`src/rtl/core/cfbc_pkg.sv`:
```
// Package for the command frame builder: command codes, register indexes,
// descriptor types and the CRC-8, tag and argument-count lookup functions.
// No dependencies.
package cfbc_pkg;

  localparam int unsigned FuncW          = 4;
  localparam int unsigned WideArgW       = 16;
  localparam int unsigned ByteW          = 8;
  localparam int unsigned ArgSlots       = 6;
  localparam int unsigned ArgCntW        = 3;
  localparam int unsigned CfgIdxW        = 8;
  localparam int unsigned PayloadBytesDef = 8;
  localparam int unsigned QueueDepthDef  = 2;

  localparam logic [ByteW-1:0] CrcPoly = 8'h8C;

  typedef enum logic [FuncW-1:0] {
    CMD_FOG        = 4'd0,
    CMD_LED        = 4'd1,
    CMD_RGB        = 4'd2,
    CMD_FOG_STATUS = 4'd3,
    CMD_LED_STATUS = 4'd4,
    CMD_SET_TIME   = 4'd5,
    CMD_RING       = 4'd6,
    CMD_MODE       = 4'd7,
    CMD_SIZE       = 4'd8
  } cmd_e;

  typedef enum logic [CfgIdxW-1:0] {
    REG_START_MARKER = 8'd0,
    REG_STOP_MARKER  = 8'd1
  } cfg_reg_e;

  // One classified command, payload slots already zeroed where unused
  typedef struct packed {
    logic [ByteW-1:0]                tag;
    logic [ArgSlots-1:0][ByteW-1:0]  args;
  } desc_t;

  typedef struct packed {
    logic  valid;
    desc_t desc;
  } q_req_t;

  typedef struct packed {
    logic active;
    logic frame_done;
  } back_status_t;

  function automatic logic [ByteW-1:0] cmd_tag(input logic [FuncW-1:0] func);
    logic [ByteW-1:0] tag;
    unique case (func)
      CMD_FOG:        tag = 8'hF1;
      CMD_LED:        tag = 8'hF6;
      CMD_RGB:        tag = 8'hF7;
      CMD_FOG_STATUS: tag = 8'hF5;
      CMD_LED_STATUS: tag = 8'hF9;
      CMD_SET_TIME:   tag = 8'hE1;
      CMD_RING:       tag = 8'hE2;
      CMD_MODE:       tag = 8'hF8;
      CMD_SIZE:       tag = 8'hF3;
      default:        tag = '0;
    endcase
    return tag;
  endfunction

  function automatic logic [ArgCntW-1:0] cmd_arg_count(input logic [FuncW-1:0] func);
    logic [ArgCntW-1:0] cnt;
    unique case (func)
      CMD_FOG, CMD_LED, CMD_RING, CMD_MODE, CMD_SIZE: cnt = 3'd1;
      CMD_RGB:                                        cnt = 3'd3;
      CMD_SET_TIME:                                   cnt = 3'd6;
      default:                                        cnt = 3'd0;
    endcase
    return cnt;
  endfunction

  // Dallas/Maxim CRC-8, reflected, one byte folded in
  function automatic logic [ByteW-1:0] crc8_byte(input logic [ByteW-1:0] crc,
                                                 input logic [ByteW-1:0] data);
    logic [ByteW-1:0] c;
    c = crc ^ data;
    for (int k = 0; k < ByteW; k++) begin
      c = c[0] ? ((c >> 1) ^ CrcPoly) : (c >> 1);
    end
    return c;
  endfunction

endpackage

```
`src/rtl/core/cfbc_if.sv`:
```
// Channel interfaces of the command frame builder: command, frame byte and
// configuration write. Depends on cfbc_pkg.
interface cfbc_cmd_if;
  import cfbc_pkg::*;
  logic                valid;
  logic                ready;
  logic [FuncW-1:0]    func;
  logic [WideArgW-1:0] first_arg;
  logic [ByteW-1:0]    second_arg;
  logic [ByteW-1:0]    third_arg;
  logic [ByteW-1:0]    fourth_arg;
  logic [ByteW-1:0]    fifth_arg;
  logic [ByteW-1:0]    sixth_arg;

  modport source (output valid, func, first_arg, second_arg, third_arg, fourth_arg,
                  fifth_arg, sixth_arg, input ready);
  modport sink   (input valid, func, first_arg, second_arg, third_arg, fourth_arg,
                  fifth_arg, sixth_arg, output ready);
endinterface

interface cfbc_frame_if;
  import cfbc_pkg::*;
  logic             valid;
  logic             ready;
  logic [ByteW-1:0] frame_byte;
  logic             frame_end;

  modport source (output valid, frame_byte, frame_end, input ready);
  modport sink   (input valid, frame_byte, frame_end, output ready);
endinterface

interface cfbc_cfg_if;
  import cfbc_pkg::*;
  logic               valid;
  logic               ready;
  logic [CfgIdxW-1:0] index;
  logic [ByteW-1:0]   data;

  modport source (output valid, index, data, input ready);
  modport sink   (input valid, index, data, output ready);
endinterface

```
`src/rtl/core/cfbc_front.sv`:
```
// Front end: accepts command beats, drops unknown selectors and builds the
// frame descriptor (tag and zero-filled payload slots). Depends on cfbc_pkg.
module cfbc_front #(
  parameter int unsigned PAYLOAD_BYTES = cfbc_pkg::PayloadBytesDef
) (
  cfbc_cmd_if.sink          cmd_i,
  output cfbc_pkg::q_req_t  push_o,
  input  logic              push_ready_i
);
  import cfbc_pkg::*;

  logic                            legal;
  logic [ArgCntW-1:0]              nargs;
  logic [ArgSlots-1:0][ByteW-1:0]  raw_args;

  assign legal = (cmd_i.func <= CMD_SIZE);
  assign nargs = cmd_arg_count(cmd_i.func);

  assign raw_args[0] = cmd_i.first_arg[ByteW-1:0];
  assign raw_args[1] = cmd_i.second_arg;
  assign raw_args[2] = cmd_i.third_arg;
  assign raw_args[3] = cmd_i.fourth_arg;
  assign raw_args[4] = cmd_i.fifth_arg;
  assign raw_args[5] = cmd_i.sixth_arg;

  always_comb begin
    push_o.valid    = cmd_i.valid && legal;
    push_o.desc.tag = cmd_tag(cmd_i.func);
    for (int i = 0; i < ArgSlots; i++) begin
      // zero slots the command leaves unused or the payload cannot hold
      if ((ArgCntW'(i) < nargs) && (i < PAYLOAD_BYTES)) begin
        push_o.desc.args[i] = raw_args[i];
      end else begin
        push_o.desc.args[i] = '0;
      end
    end
  end

  // drop unknown selectors at once
  assign cmd_i.ready = !legal || push_ready_i;

endmodule

```
`src/rtl/core/cfbc_queue.sv`:
```
// Short descriptor queue between front and back end.
// Depends on cfbc_pkg.
module cfbc_queue #(
  parameter int unsigned DEPTH = cfbc_pkg::QueueDepthDef
) (
  input  logic                    clk_i,
  input  logic                    rst_ni,
  input  cfbc_pkg::q_req_t        push_i,
  output logic                    push_ready_o,
  output logic                    pop_valid_o,
  output cfbc_pkg::desc_t         pop_desc_o,
  input  logic                    pop_ready_i
);
  import cfbc_pkg::*;

  localparam int unsigned PtrW = (DEPTH > 1) ? $clog2(DEPTH) : 1;
  localparam int unsigned CntW = $clog2(DEPTH + 1);

  desc_t           mem_q [DEPTH];
  logic [PtrW-1:0] wr_ptr_q, wr_ptr_d;
  logic [PtrW-1:0] rd_ptr_q, rd_ptr_d;
  logic [CntW-1:0] count_q, count_d;
  logic            push, pop;

  assign push_ready_o = (count_q != CntW'(DEPTH));
  assign pop_valid_o  = (count_q != '0);
  assign pop_desc_o   = mem_q[rd_ptr_q];
  assign push         = push_i.valid && push_ready_o;
  assign pop          = pop_valid_o && pop_ready_i;

  always_comb begin
    wr_ptr_d = wr_ptr_q;
    rd_ptr_d = rd_ptr_q;
    count_d  = count_q;
    if (push) begin
      wr_ptr_d = (wr_ptr_q == PtrW'(DEPTH - 1)) ? '0 : wr_ptr_q + 1'b1;
    end
    if (pop) begin
      rd_ptr_d = (rd_ptr_q == PtrW'(DEPTH - 1)) ? '0 : rd_ptr_q + 1'b1;
    end
    unique case ({push, pop})
      2'b10:   count_d = count_q + 1'b1;
      2'b01:   count_d = count_q - 1'b1;
      default: count_d = count_q;
    endcase
  end

  always_ff @(posedge clk_i or negedge rst_ni) begin
    if (!rst_ni) begin
      wr_ptr_q <= '0;
      rd_ptr_q <= '0;
      count_q  <= '0;
    end else begin
      wr_ptr_q <= wr_ptr_d;
      rd_ptr_q <= rd_ptr_d;
      count_q  <= count_d;
    end
  end

  always_ff @(posedge clk_i) begin
    if (push) begin
      mem_q[wr_ptr_q] <= push_i.desc;
    end
  end

endmodule

```
`src/rtl/core/cfbc_back.sv`:
```
// Back end: serialises one descriptor into a frame, one byte a cycle while
// frame_o is ready, with running CRC-8 and a registered output stage. Depends on cfbc_pkg.
module cfbc_back #(
  parameter int unsigned PAYLOAD_BYTES = cfbc_pkg::PayloadBytesDef
) (
  input  logic                       clk_i,
  input  logic                       rst_ni,
  input  logic                       pop_valid_i,
  input  cfbc_pkg::desc_t            pop_desc_i,
  output logic                       pop_ready_o,
  input  logic [cfbc_pkg::ByteW-1:0] start_marker_i,
  input  logic [cfbc_pkg::ByteW-1:0] stop_marker_i,
  output cfbc_pkg::back_status_t     status_o,
  cfbc_frame_if.source               frame_o
);
  import cfbc_pkg::*;

  localparam int unsigned FrameLen = PAYLOAD_BYTES + 4;
  localparam int unsigned PosW     = $clog2(FrameLen);

  logic             active_q, active_d;
  desc_t            desc_q;
  logic [PosW-1:0]  pos_q, pos_d;
  logic [ByteW-1:0] crc_q, crc_d;
  logic             out_valid_q, out_valid_d;
  logic [ByteW-1:0] out_byte_q;
  logic             out_end_q;

  logic             load, last, pop;
  logic [PosW-1:0]  slot;
  logic [ByteW-1:0] cur_byte;

  assign load = active_q && (!out_valid_q || frame_o.ready);
  assign last = (pos_q == PosW'(FrameLen - 1));
  assign slot = pos_q - PosW'(2);
  assign pop_ready_o = !active_q || (load && last);
  assign pop  = pop_valid_i && pop_ready_o;

  always_comb begin
    if (pos_q == '0) begin
      cur_byte = start_marker_i;
    end else if (pos_q == PosW'(1)) begin
      cur_byte = desc_q.tag;
    end else if (pos_q == PosW'(FrameLen - 2)) begin
      cur_byte = stop_marker_i;
    end else if (last) begin
      cur_byte = crc_q;
    end else if (slot < PosW'(ArgSlots)) begin
      cur_byte = desc_q.args[slot[ArgCntW-1:0]];
    end else begin
      cur_byte = '0;
    end
  end

  always_comb begin
    active_d    = active_q;
    pos_d       = pos_q;
    crc_d       = crc_q;
    out_valid_d = out_valid_q;
    if (load) begin
      pos_d       = last ? '0 : pos_q + 1'b1;
      // restart the check at the start byte
      crc_d       = crc8_byte((pos_q == '0) ? '0 : crc_q, cur_byte);
      out_valid_d = 1'b1;
    end else if (frame_o.ready) begin
      out_valid_d = 1'b0;
    end
    if (pop) begin
      active_d = 1'b1;
      pos_d    = '0;
    end else if (load && last) begin
      active_d = 1'b0;
    end
  end

  always_ff @(posedge clk_i or negedge rst_ni) begin
    if (!rst_ni) begin
      active_q    <= 1'b0;
      pos_q       <= '0;
      crc_q       <= '0;
      out_valid_q <= 1'b0;
    end else begin
      active_q    <= active_d;
      pos_q       <= pos_d;
      crc_q       <= crc_d;
      out_valid_q <= out_valid_d;
    end
  end

  always_ff @(posedge clk_i) begin
    if (pop) begin
      desc_q <= pop_desc_i;
    end
    if (load) begin
      out_byte_q <= cur_byte;
      out_end_q  <= last;
    end
  end

  assign frame_o.valid      = out_valid_q;
  assign frame_o.frame_byte = out_byte_q;
  assign frame_o.frame_end  = out_end_q;

  assign status_o.active     = active_q;
  assign status_o.frame_done = load && last;

endmodule

```
`src/rtl/core/command_frame_builder_crc8_top.sv`:
```
// Top level of the command frame builder with CRC-8: marker registers,
// front end, descriptor queue and serialising back end.
// Depends on cfbc_pkg, cfbc_if, cfbc_front, cfbc_queue, cfbc_back.
//
//   channel   dir  payload                                   beat
//   cmd_i     in   func, first_arg .. sixth_arg              one command
//   frame_o   out  frame_byte, frame_end                     one frame byte
//   cfg_i     in   index, data                               one register write
//
// A frame is PAYLOAD_BYTES + 4 beats (12 by default), one beat a cycle when
// the sink keeps ready high; the single byte-wide output register sets the rate.
// A command reaches frame_o through the queue, the serialiser and the output register.
// The queue holds QUEUE_DEPTH commands, so the front keeps accepting while a
// frame drains; an unknown selector is taken and dropped at once.
// Reset clears markers, queue and serialiser; a stall on frame_o holds the byte.
module command_frame_builder_crc8_top #(
  parameter int unsigned PAYLOAD_BYTES = cfbc_pkg::PayloadBytesDef,
  parameter int unsigned QUEUE_DEPTH   = cfbc_pkg::QueueDepthDef
) (
  input  logic          clk_i,
  input  logic          rst_ni,
  cfbc_cmd_if.sink      cmd_i,
  cfbc_frame_if.source  frame_o,
  cfbc_cfg_if.sink      cfg_i
);
  import cfbc_pkg::*;

  logic [ByteW-1:0] start_marker_q;
  logic [ByteW-1:0] stop_marker_q;
  q_req_t           q_push;
  logic             q_push_ready;
  logic             q_pop_valid;
  desc_t            q_pop_desc;
  logic             q_pop_ready;
  back_status_t     back_status;

  assign cfg_i.ready = 1'b1;

  always_ff @(posedge clk_i or negedge rst_ni) begin
    if (!rst_ni) begin
      start_marker_q <= '0;
      stop_marker_q  <= '0;
    end else if (cfg_i.valid) begin
      unique case (cfg_i.index)
        REG_START_MARKER: start_marker_q <= cfg_i.data;
        REG_STOP_MARKER:  stop_marker_q  <= cfg_i.data;
        default: ;
      endcase
    end
  end

  cfbc_front #(
    .PAYLOAD_BYTES (PAYLOAD_BYTES)
  ) u_front (
    .cmd_i        (cmd_i),
    .push_o       (q_push),
    .push_ready_i (q_push_ready)
  );

  cfbc_queue #(
    .DEPTH (QUEUE_DEPTH)
  ) u_queue (
    .clk_i        (clk_i),
    .rst_ni       (rst_ni),
    .push_i       (q_push),
    .push_ready_o (q_push_ready),
    .pop_valid_o  (q_pop_valid),
    .pop_desc_o   (q_pop_desc),
    .pop_ready_i  (q_pop_ready)
  );

  cfbc_back #(
    .PAYLOAD_BYTES (PAYLOAD_BYTES)
  ) u_back (
    .clk_i          (clk_i),
    .rst_ni         (rst_ni),
    .pop_valid_i    (q_pop_valid),
    .pop_desc_i     (q_pop_desc),
    .pop_ready_o    (q_pop_ready),
    .start_marker_i (start_marker_q),
    .stop_marker_i  (stop_marker_q),
    .status_o       (back_status),
    .frame_o        (frame_o)
  );

  // only known selectors reach the queue
  a_push_legal: assert property (@(posedge clk_i) disable iff (!rst_ni)
    (q_push.valid && q_push_ready) |-> (cmd_i.func <= CMD_SIZE))
    else $error("unknown selector pushed into queue");

  // an idle serialiser picks up a waiting command in the next cycle
  a_pickup: assert property (@(posedge clk_i) disable iff (!rst_ni)
    (q_pop_valid && !back_status.active) |=> back_status.active)
    else $error("queued command not picked up");

  // the check byte follows the last serialiser step
  a_end_flag: assert property (@(posedge clk_i) disable iff (!rst_ni)
    back_status.frame_done |=> (frame_o.valid && frame_o.frame_end))
    else $error("frame end not flagged after last byte");

  // a frame never ends two beats in a row
  a_no_double_end: assert property (@(posedge clk_i) disable iff (!rst_ni)
    (frame_o.valid && frame_o.ready && frame_o.frame_end) |=> !frame_o.frame_end || !frame_o.valid)
    else $error("frame end repeated");

endmodule
```
`src/flat_wrapper.sv`:
```
// flat-port wrapper written by rule: the top's interface ports become plain ports
module command_frame_builder_crc8_top_flat import cfbc_pkg::*;
#(
  parameter int unsigned PAYLOAD_BYTES = cfbc_pkg::PayloadBytesDef,
  parameter int unsigned QUEUE_DEPTH   = cfbc_pkg::QueueDepthDef
)
  (clk_i, rst_ni, cmd_i_valid, cmd_i_func, cmd_i_first_arg, cmd_i_second_arg, cmd_i_third_arg, cmd_i_fourth_arg, cmd_i_fifth_arg, cmd_i_sixth_arg, cmd_i_ready, frame_o_valid, frame_o_frame_byte, frame_o_frame_end, frame_o_ready, cfg_i_valid, cfg_i_index, cfg_i_data, cfg_i_ready);
  cfbc_cmd_if cmd_i_i ();
  cfbc_frame_if frame_o_i ();
  cfbc_cfg_if cfg_i_i ();
  input  logic clk_i;
  input  logic rst_ni;
  input wire logic [$bits(cmd_i_i.valid)-1:0] cmd_i_valid;
  input wire logic [$bits(cmd_i_i.func)-1:0] cmd_i_func;
  input wire logic [$bits(cmd_i_i.first_arg)-1:0] cmd_i_first_arg;
  input wire logic [$bits(cmd_i_i.second_arg)-1:0] cmd_i_second_arg;
  input wire logic [$bits(cmd_i_i.third_arg)-1:0] cmd_i_third_arg;
  input wire logic [$bits(cmd_i_i.fourth_arg)-1:0] cmd_i_fourth_arg;
  input wire logic [$bits(cmd_i_i.fifth_arg)-1:0] cmd_i_fifth_arg;
  input wire logic [$bits(cmd_i_i.sixth_arg)-1:0] cmd_i_sixth_arg;
  output wire logic [$bits(cmd_i_i.ready)-1:0] cmd_i_ready;
  output wire logic [$bits(frame_o_i.valid)-1:0] frame_o_valid;
  output wire logic [$bits(frame_o_i.frame_byte)-1:0] frame_o_frame_byte;
  output wire logic [$bits(frame_o_i.frame_end)-1:0] frame_o_frame_end;
  input wire logic [$bits(frame_o_i.ready)-1:0] frame_o_ready;
  input wire logic [$bits(cfg_i_i.valid)-1:0] cfg_i_valid;
  input wire logic [$bits(cfg_i_i.index)-1:0] cfg_i_index;
  input wire logic [$bits(cfg_i_i.data)-1:0] cfg_i_data;
  output wire logic [$bits(cfg_i_i.ready)-1:0] cfg_i_ready;
  assign cmd_i_i.valid = cmd_i_valid;
  assign cmd_i_i.func = cmd_i_func;
  assign cmd_i_i.first_arg = cmd_i_first_arg;
  assign cmd_i_i.second_arg = cmd_i_second_arg;
  assign cmd_i_i.third_arg = cmd_i_third_arg;
  assign cmd_i_i.fourth_arg = cmd_i_fourth_arg;
  assign cmd_i_i.fifth_arg = cmd_i_fifth_arg;
  assign cmd_i_i.sixth_arg = cmd_i_sixth_arg;
  assign cmd_i_ready = cmd_i_i.ready;
  assign frame_o_valid = frame_o_i.valid;
  assign frame_o_frame_byte = frame_o_i.frame_byte;
  assign frame_o_frame_end = frame_o_i.frame_end;
  assign frame_o_i.ready = frame_o_ready;
  assign cfg_i_i.valid = cfg_i_valid;
  assign cfg_i_i.index = cfg_i_index;
  assign cfg_i_i.data = cfg_i_data;
  assign cfg_i_ready = cfg_i_i.ready;
  command_frame_builder_crc8_top #(.PAYLOAD_BYTES(PAYLOAD_BYTES), .QUEUE_DEPTH(QUEUE_DEPTH)) u_core (.clk_i(clk_i), .rst_ni(rst_ni), .cmd_i(cmd_i_i), .frame_o(frame_o_i), .cfg_i(cfg_i_i));
endmodule
```
`config.mk`:
```
export PLATFORM = sky130hd
export DESIGN_NAME = command_frame_builder_crc8_top_flat
export DESIGN_NICKNAME = d
export VERILOG_FILES = /design/src/rtl/core/cfbc_pkg.sv /design/src/rtl/core/cfbc_if.sv /design/src/rtl/core/cfbc_front.sv /design/src/rtl/core/cfbc_queue.sv /design/src/rtl/core/cfbc_back.sv /design/src/rtl/core/command_frame_builder_crc8_top.sv /design/src/flat_wrapper.sv
export SDC_FILE = /design/constraint.sdc
export NUM_CORES = 1
export LEC_CHECK = 0
export ABC_AREA = 1
export BUFFER_PORTS_ARGS = -buffer_cell sky130_fd_sc_hd__buf_2
export CORE_MARGIN = 1
export CORE_UTILIZATION = 30
export CTS_CLUSTER_SIZE = 14
export DETAILED_ROUTE_END_ITERATION = 6
export GPL_TIMING_DRIVEN = 0
export SLEW_MARGIN = 20
export SYNTH_ARGS = -nofsm -noshare
export SYNTH_HDL_FRONTEND = slang
export SYNTH_SLANG_ARGS = --single-unit
```
`constraint.sdc`:
```
create_clock -name clk_i -period 4.3 [get_ports clk_i]
set_clock_uncertainty 0.05 [all_clocks]
set_input_delay 1.29 -clock clk_i [delete_from_list [all_inputs] [get_ports clk_i]]
set_output_delay 1.29 -clock clk_i [all_outputs]
set_load 0.005 [all_outputs]
```
; Word level (Yosys, flattened, before mapping)
; Memories as Yosys holds them, arrays and structs flattened. A register that Yosys moved wholly into a read port is not among the register bits.
; Cells that the tools add are included.
[totals]
ff_bits = 43
ram_bits = 112
romBits = 128
elab_cells = 107
n_memories = 2
[classes]
addsub = 6
magnitude_cmp = 9
eq_ne = 13
muxes = 35
bitwise_logic = 9
n_reduce_logical = 22
[memory_table]
columns = name, words, width, read_ports, rd_ports_with_merged_regs, write_ports, line_no
row1 = (no name shown), 16, 8, 1, 0, 0, cfbc_pkg.sv:52  ; unique case (func)
row2 = u_core.u_queue.mem_q, 2, 56, 1, 1, 1, cfbc_queue.sv:19  ; desc_t mem_q [DEPTH];
[op_table]
columns = operator, n
row1 = $mux W8, 21
row2 = $bmux W8 S3, 1
row3 = $not A2 Y3, 8
row4 = $eq A4 B3 Y1 const B, 3
row5 = $eq A4 B4 Y1 const B, 3
row6 = $mux W4, 3
row7 = $reduce_bool A2 Y1, 5
row8 = $pmux W3 S3, 1
row9 = $eq A4 B1 Y1 const B, 2
row10 = $eq A8 B1 Y1 const B, 1
row11 = $logic_not A4 Y1, 2
row12 = $logic_not A8 Y1, 1
row13 = $mux W1, 8
row14 = $xor A8 B8 Y8, 1
row15 = $lt A1 B3 Y1 const A, 2
row16 = $lt A2 B3 Y1 const A, 2
row17 = $lt A3 B3 Y1 const A, 2
row18 = $logic_and A1 B1 Y1, 5
row19 = $reduce_or A5 Y1, 1
row20 = $add A4 B1 Y4 const B, 1
row21 = $eq A4 B2 Y1 const B, 1
row22 = $le A4 B4 Y1 const B, 1
row23 = $lt A3 B4 Y1 const B, 1
row24 = $lt A4 B3 Y1 const B, 1
row25 = other kinds (11), 17

; Depth between registers and ports, before layout
[logic_depth]
depth_word = 25
depth_mapped = 23
ltp_nobuf = 21

; Cells and area by module
; From an unflattened synthesis, not the netlist that was laid out.
[unflattened]
cells_unflattened = 1003
hier_area_um2 = 9771.9
[modules_own_cells]
columns = mod, n_inst, cells_each, area_per_inst_um2, seq_area_each_um2
row1 = cfbc_queue, 1, 322, 4284.1, 3463.3
row2 = cfbc_back, 1, 453, 4108.9, 2302.2
row3 = command_frame_builder_crc8_top, 1, 92, 750.7, 400.4
row4 = cfbc_front, 1, 136, 628.1, 0.0

; Worst setup path after synthesis
; No wires, ideal clock.
[synth_path]
kind = input to register
start = in cmd_i_func[0]
end = mem u_core.u_queue.mem_q[0][0] in the netlist's numbering (enable)
setup_time_ns = 0.466
arrival_ns = 4.346
t_required_ns = 3.784
slack_ns = -0.562
stages = 8
path_buffers = 0
cell_sequence = inv_1 > ha_1 > inv_1 > nor3_1 > nor2_1 > inv_1 > o211ai_1 > nor2_1
[synth_via]
elab_chain_cells = 5
[synth_rtl]
columns = element, line_no
row1 = "start, declared", flat_wrapper.sv:14  ; input wire logic [$bits(cmd_i_i.func)-1:0] cmd_i_func;
row2 = $le A4 B4 Y1, cfbc_front.sv:16  ; assign legal = (cmd_i.func <= CMD_SIZE);
row3 = $logic_and A1 B1 Y1, cfbc_front.sv:27  ; push_o.valid = cmd_i.valid && legal;
row4 = $logic_and A1 B1 Y1, cfbc_queue.sv:28  ; assign push = push_i.valid && push_ready_o;
row5 = $mux W1, cfbc_queue.sv:61  ; if (push) begin
row6 = $mux W1 (not written as such), cfbc_queue.sv:62  ; mem_q[wr_ptr_q] <= push_i.desc;
row7 = "end, declared", cfbc_queue.sv:19
; Every way passes these cells.

; Worst setup path in the final report
[layout_path]
start = in cmd_i_func[0]
end = out cmd_i_ready
[layout_via]
elab_chain_cells = 3
[layout_rtl]
columns = element, line_no
row1 = $le A4 B4 Y1, cfbc_front.sv:16
row2 = $logic_not A1 Y1, cfbc_front.sv:40  ; assign cmd_i.ready = !legal || push_ready_i;
row3 = $logic_or A1 B1 Y1, cfbc_front.sv:40
row4 = "end, declared", flat_wrapper.sv:21  ; output wire logic [$bits(cmd_i_i.ready)-1:0] cmd_i_ready;
; Every way passes these cells.

==> results.py <==
metrics = {
    "cells_and_area": {
        "final_util_pct": 36.70,
        "syn_to_final_growth_pct": 19.28,
        "drive_above_1_share_pct": 16.57,
        "antenna_cells": 0,
        "layout_common_cells": "nand2_1, edfxtp_1, inv_1, buf_2, nor2_1",
        "final_common_cell": "nand2_1",
        "final_cells": 1458,
        "seq_area_sq_mm": 0.005986,
        "multi_input_area_sq_mm": 0.002674,
        "final_nets": 1144,
        "fill_cells": 3035,
    },
    "grt": {
        "grt_start_max_net_pins": 35,
        "grt.total_usage_pct": 13.21,
        "grt_antenna_before_repair": 0,
        "grt_overflow": 0,
        "grt_first_pass_wirelength_mm": 32.37,
        "grt_pass1_vias": 6133,
    },
    "sta": {
        "timing.fmax_ghz": 0.2693,
        "final.period_utilization_pct": 86.35,
        "tns_ps": 0,
        "min_period_ps": 3713,
        "rsz0062_at_grt": "false",
        "worst_slack_ps": 586.9,
        "tightest_slew_ps": 1095,
        "relSlewSlack_pct": 26.99,
        "slew_violations": 0,
        "whs_ps": 434.5,
        "hold_viol_final": 0,
        "setup_viol": 0,
    },
    "power_and_ir_drop": {
        "p_sw_share_pct": 40.01,
        "clockPowerShare_pct": 22.7,
        "p_comb_share_pct": 41.7,
        "seq_power_share_pct": 35.6,
        "p_sw_uw": 3241,
        "p_int_uw": 4860,
        "peakVddDrop_mv": 0.2863,
        "power.leakage_uw": 0.004917,
        "power_density_mw_per_mm2": 736.9,
    },
    "yosys": {
        "synth_area_leader_cell": "edfxtp_1",
        "yosysWarnings": 0,
        "syn_area_sq_mm": 0.009216,
        "synth_cell_types": 40,
        "synth_seq_area_share_pct": 64.95,
        "synth-edff-count": 171,
        "synth_flop_cell": "edfxtp_1",
        "syn_nets": 1029,
        "async_flop_share_pct": 16.59,
        "synth_area_leaders": "edfxtp_1, nand2_1, dfrtp_1, inv_1, nor2_1",
        "syn_inst": 936,
        "syn_avg_cell_area_sq_um": 9.847,
        "post-synth-top-area-fraction_pct": 55.72,
        "synth-seq-cells": 205,
    },
    "detailed_routing": {
        "detail_route.wl_per_cell_um": 13.89,
        "drtPass1Iterations": 5,
        "vias_per_cell": 4.348,
        "dr.first_iter.drc_count": 501,
        "drcViolationCount": 0,
        "wl_mm": 20.25,
        "num_vias": 6340,
        "ant_nets": 0,
    },
    "clock_tree": {
        "ctsRootBufferMaster": "clkbuf_16",
        "cts_setup_buffers": 0,
        "clock-sinks": 205,
        "numCtsBuffers": 23,
        "cts.path.max_buffers": 3,
        "path_clk_slew_ps": 60,
        "cts_hold_buf": 0,
        "clock_latency_ps": 520,
        "cts_tree": "yes",
        "htree_levels": 1,
        "postCtsResizedCells": 0,
    },
    "setup_path": {
        "cp-startpoint": "cmd_i_func[0]",
        "worstRegToRegCells": 23,
        "cp.required_ps": 2960,
        "r2r_slack_ps": 1180,
        "worstPathArrival_ps": 2370,
        "reg2reg_from": "u_core.u_back.pos_q[1]$_DFFE_PN0P_",
        "endpoint_kind": "primary output",
        "path_max_fanout": 4,
        "path_class": "primary input to primary output",
        "regToRegEndpoint": "u_core.u_back.crc_q[2]$_DFFE_PN0P_",
        "endpoint": "cmd_i_ready",
        "setup.worst_path.start_class": "primary input",
    },
    "die": {
        "num_rows": 63,
        "die_y_um": 177.3,
        "fp.dieW_um": 177.3,
        "initial_core_util_pct": 30.77,
        "die-area_sq_mm": 0.03143,
        "ios": 93,
        "core_sq_mm": 0.02995,
    },
    "place": {
        "dp_slack_ps": 361.8,
        "io_buffers": 83,
        "dpl.cell_count": 1416,
        "dpl.hpwl_mm": 14.41,
        "place_congestion": 0.8972,
    },
    "outcome": {
        "outcome": "finished clean",
    },
    "min_path": {
        "hold_class": "flop to flop",
    },
    "job": {
        "cap_violations": 0,
    },
}
metrics by stage:
stage | power (uW) | area, sq um
after floorplan | 5287 | 9216
after global placement | 6175 | 10120
after detailed placement | 6297 | 10280
after CTS | 8167 | 10990
after global routing | 8729 | 10990
final | 8101 | 10990
kinds of logic after synthesis:
family          share of synthesized area, %
simple gates                           22.75
compound gates                         3.679
other cells                          0.04069
flops                                  64.95
buf+inv                                6.286
xor+xnor                              0.6652
fa+ha+maj                              1.629
layer usage:
layer / share of wire (%) / up-vias / track usage (%)
met2: 46 / 147 / 21.45
li1: - / 3241 / -
met1: 47 / 2908 / 17.85
met4: 3.0 / 0 / 4.487
met3: 4.7 / 44 / 2.126
met5: 0 / - / 0
flip-flops by register name (all words and copies together) (netlist names):
register                          count
u_core.u_back.desc_q                 54
u_core.u_back.active_q                1
u_core.stop_marker_q                  8
u_core.start_marker_q                 8
u_core.u_back.frame_o.frame_byte      8
u_core.u_queue.count_q                2
u_core.u_back.pos_q                   4
u_core.u_back.crc_q                   8
u_core.u_back.frame_o.valid           1
u_core.u_queue.wr_ptr_q               1
u_core.u_queue.mem_q                108
u_core.u_back.frame_o.frame_end       1
u_core.u_queue.rd_ptr_q               1
Yosys cell counts, types with 3 or more instances:
cell      count
a21oi_1       6
buf_1         5
buf_2         6
buf_6         3
clkbuf_1     13
dfrtp_1      34
edfxtp_1    171
ha_1         12
inv_1       106
inv_2         6
nand2_1     338
nand2_2      18
nand3_1      49
nand3_2       7
nor2_1       79
nor3_1        3
o211ai_1      3
o21ai_0      37
o21ai_1       6
or2_2         7
xor2_1        6
area by class of cell:
cell class | count | share of cell area [%]
plain buffers | 29 | 1.332
clock buffers | 29 | 5.440
clock inverters | 13 | 1.002
inverters | 114 | 3.938
multi-input cells | 588 | 24.32
flip-flops and latches | 205 | 54.45
well taps | 390 | 4.439
repair buffers | 90 | 5.076
power groups by stage:
stage / clock network, uW / logic [uW] / registers (uW)
after CTS: 1890 / 3390 / 2890
after floorplan: 0 / 2380 / 2910
after global routing: 1960 / 3840 / 2930
final: 1840 / 3370 / 2880
after global placement: 0 / 3230 / 2950
after detailed placement: 0 / 3380 / 2920
worst max-delay path, stage by stage:
cell and delay (ps):
buf_2 110, inv_1 100, ha_1 170, inv_1 40, nor3_1 190, nor2_1 80
inv_1 140, nand3_1 100, buf_2 140
worst min path at each step:
stage                                               startpoint                                    to  cells after the start
after global routing      u_core.start_marker_q[0]$_DFFE_PN0P_  u_core.start_marker_q[0]$_DFFE_PN0P_                      2
after floorplan           u_core.start_marker_q[0]$_DFFE_PN0P_  u_core.start_marker_q[0]$_DFFE_PN0P_                      2
after CTS                 u_core.start_marker_q[2]$_DFFE_PN0P_  u_core.start_marker_q[2]$_DFFE_PN0P_                      2
final                     u_core.start_marker_q[2]$_DFFE_PN0P_  u_core.start_marker_q[2]$_DFFE_PN0P_                      2
after detailed placement  u_core.start_marker_q[2]$_DFFE_PN0P_  u_core.start_marker_q[2]$_DFFE_PN0P_                      2
after global placement    u_core.start_marker_q[4]$_DFFE_PN0P_  u_core.start_marker_q[4]$_DFFE_PN0P_                      2
Power figures use the tool's default switching activity.
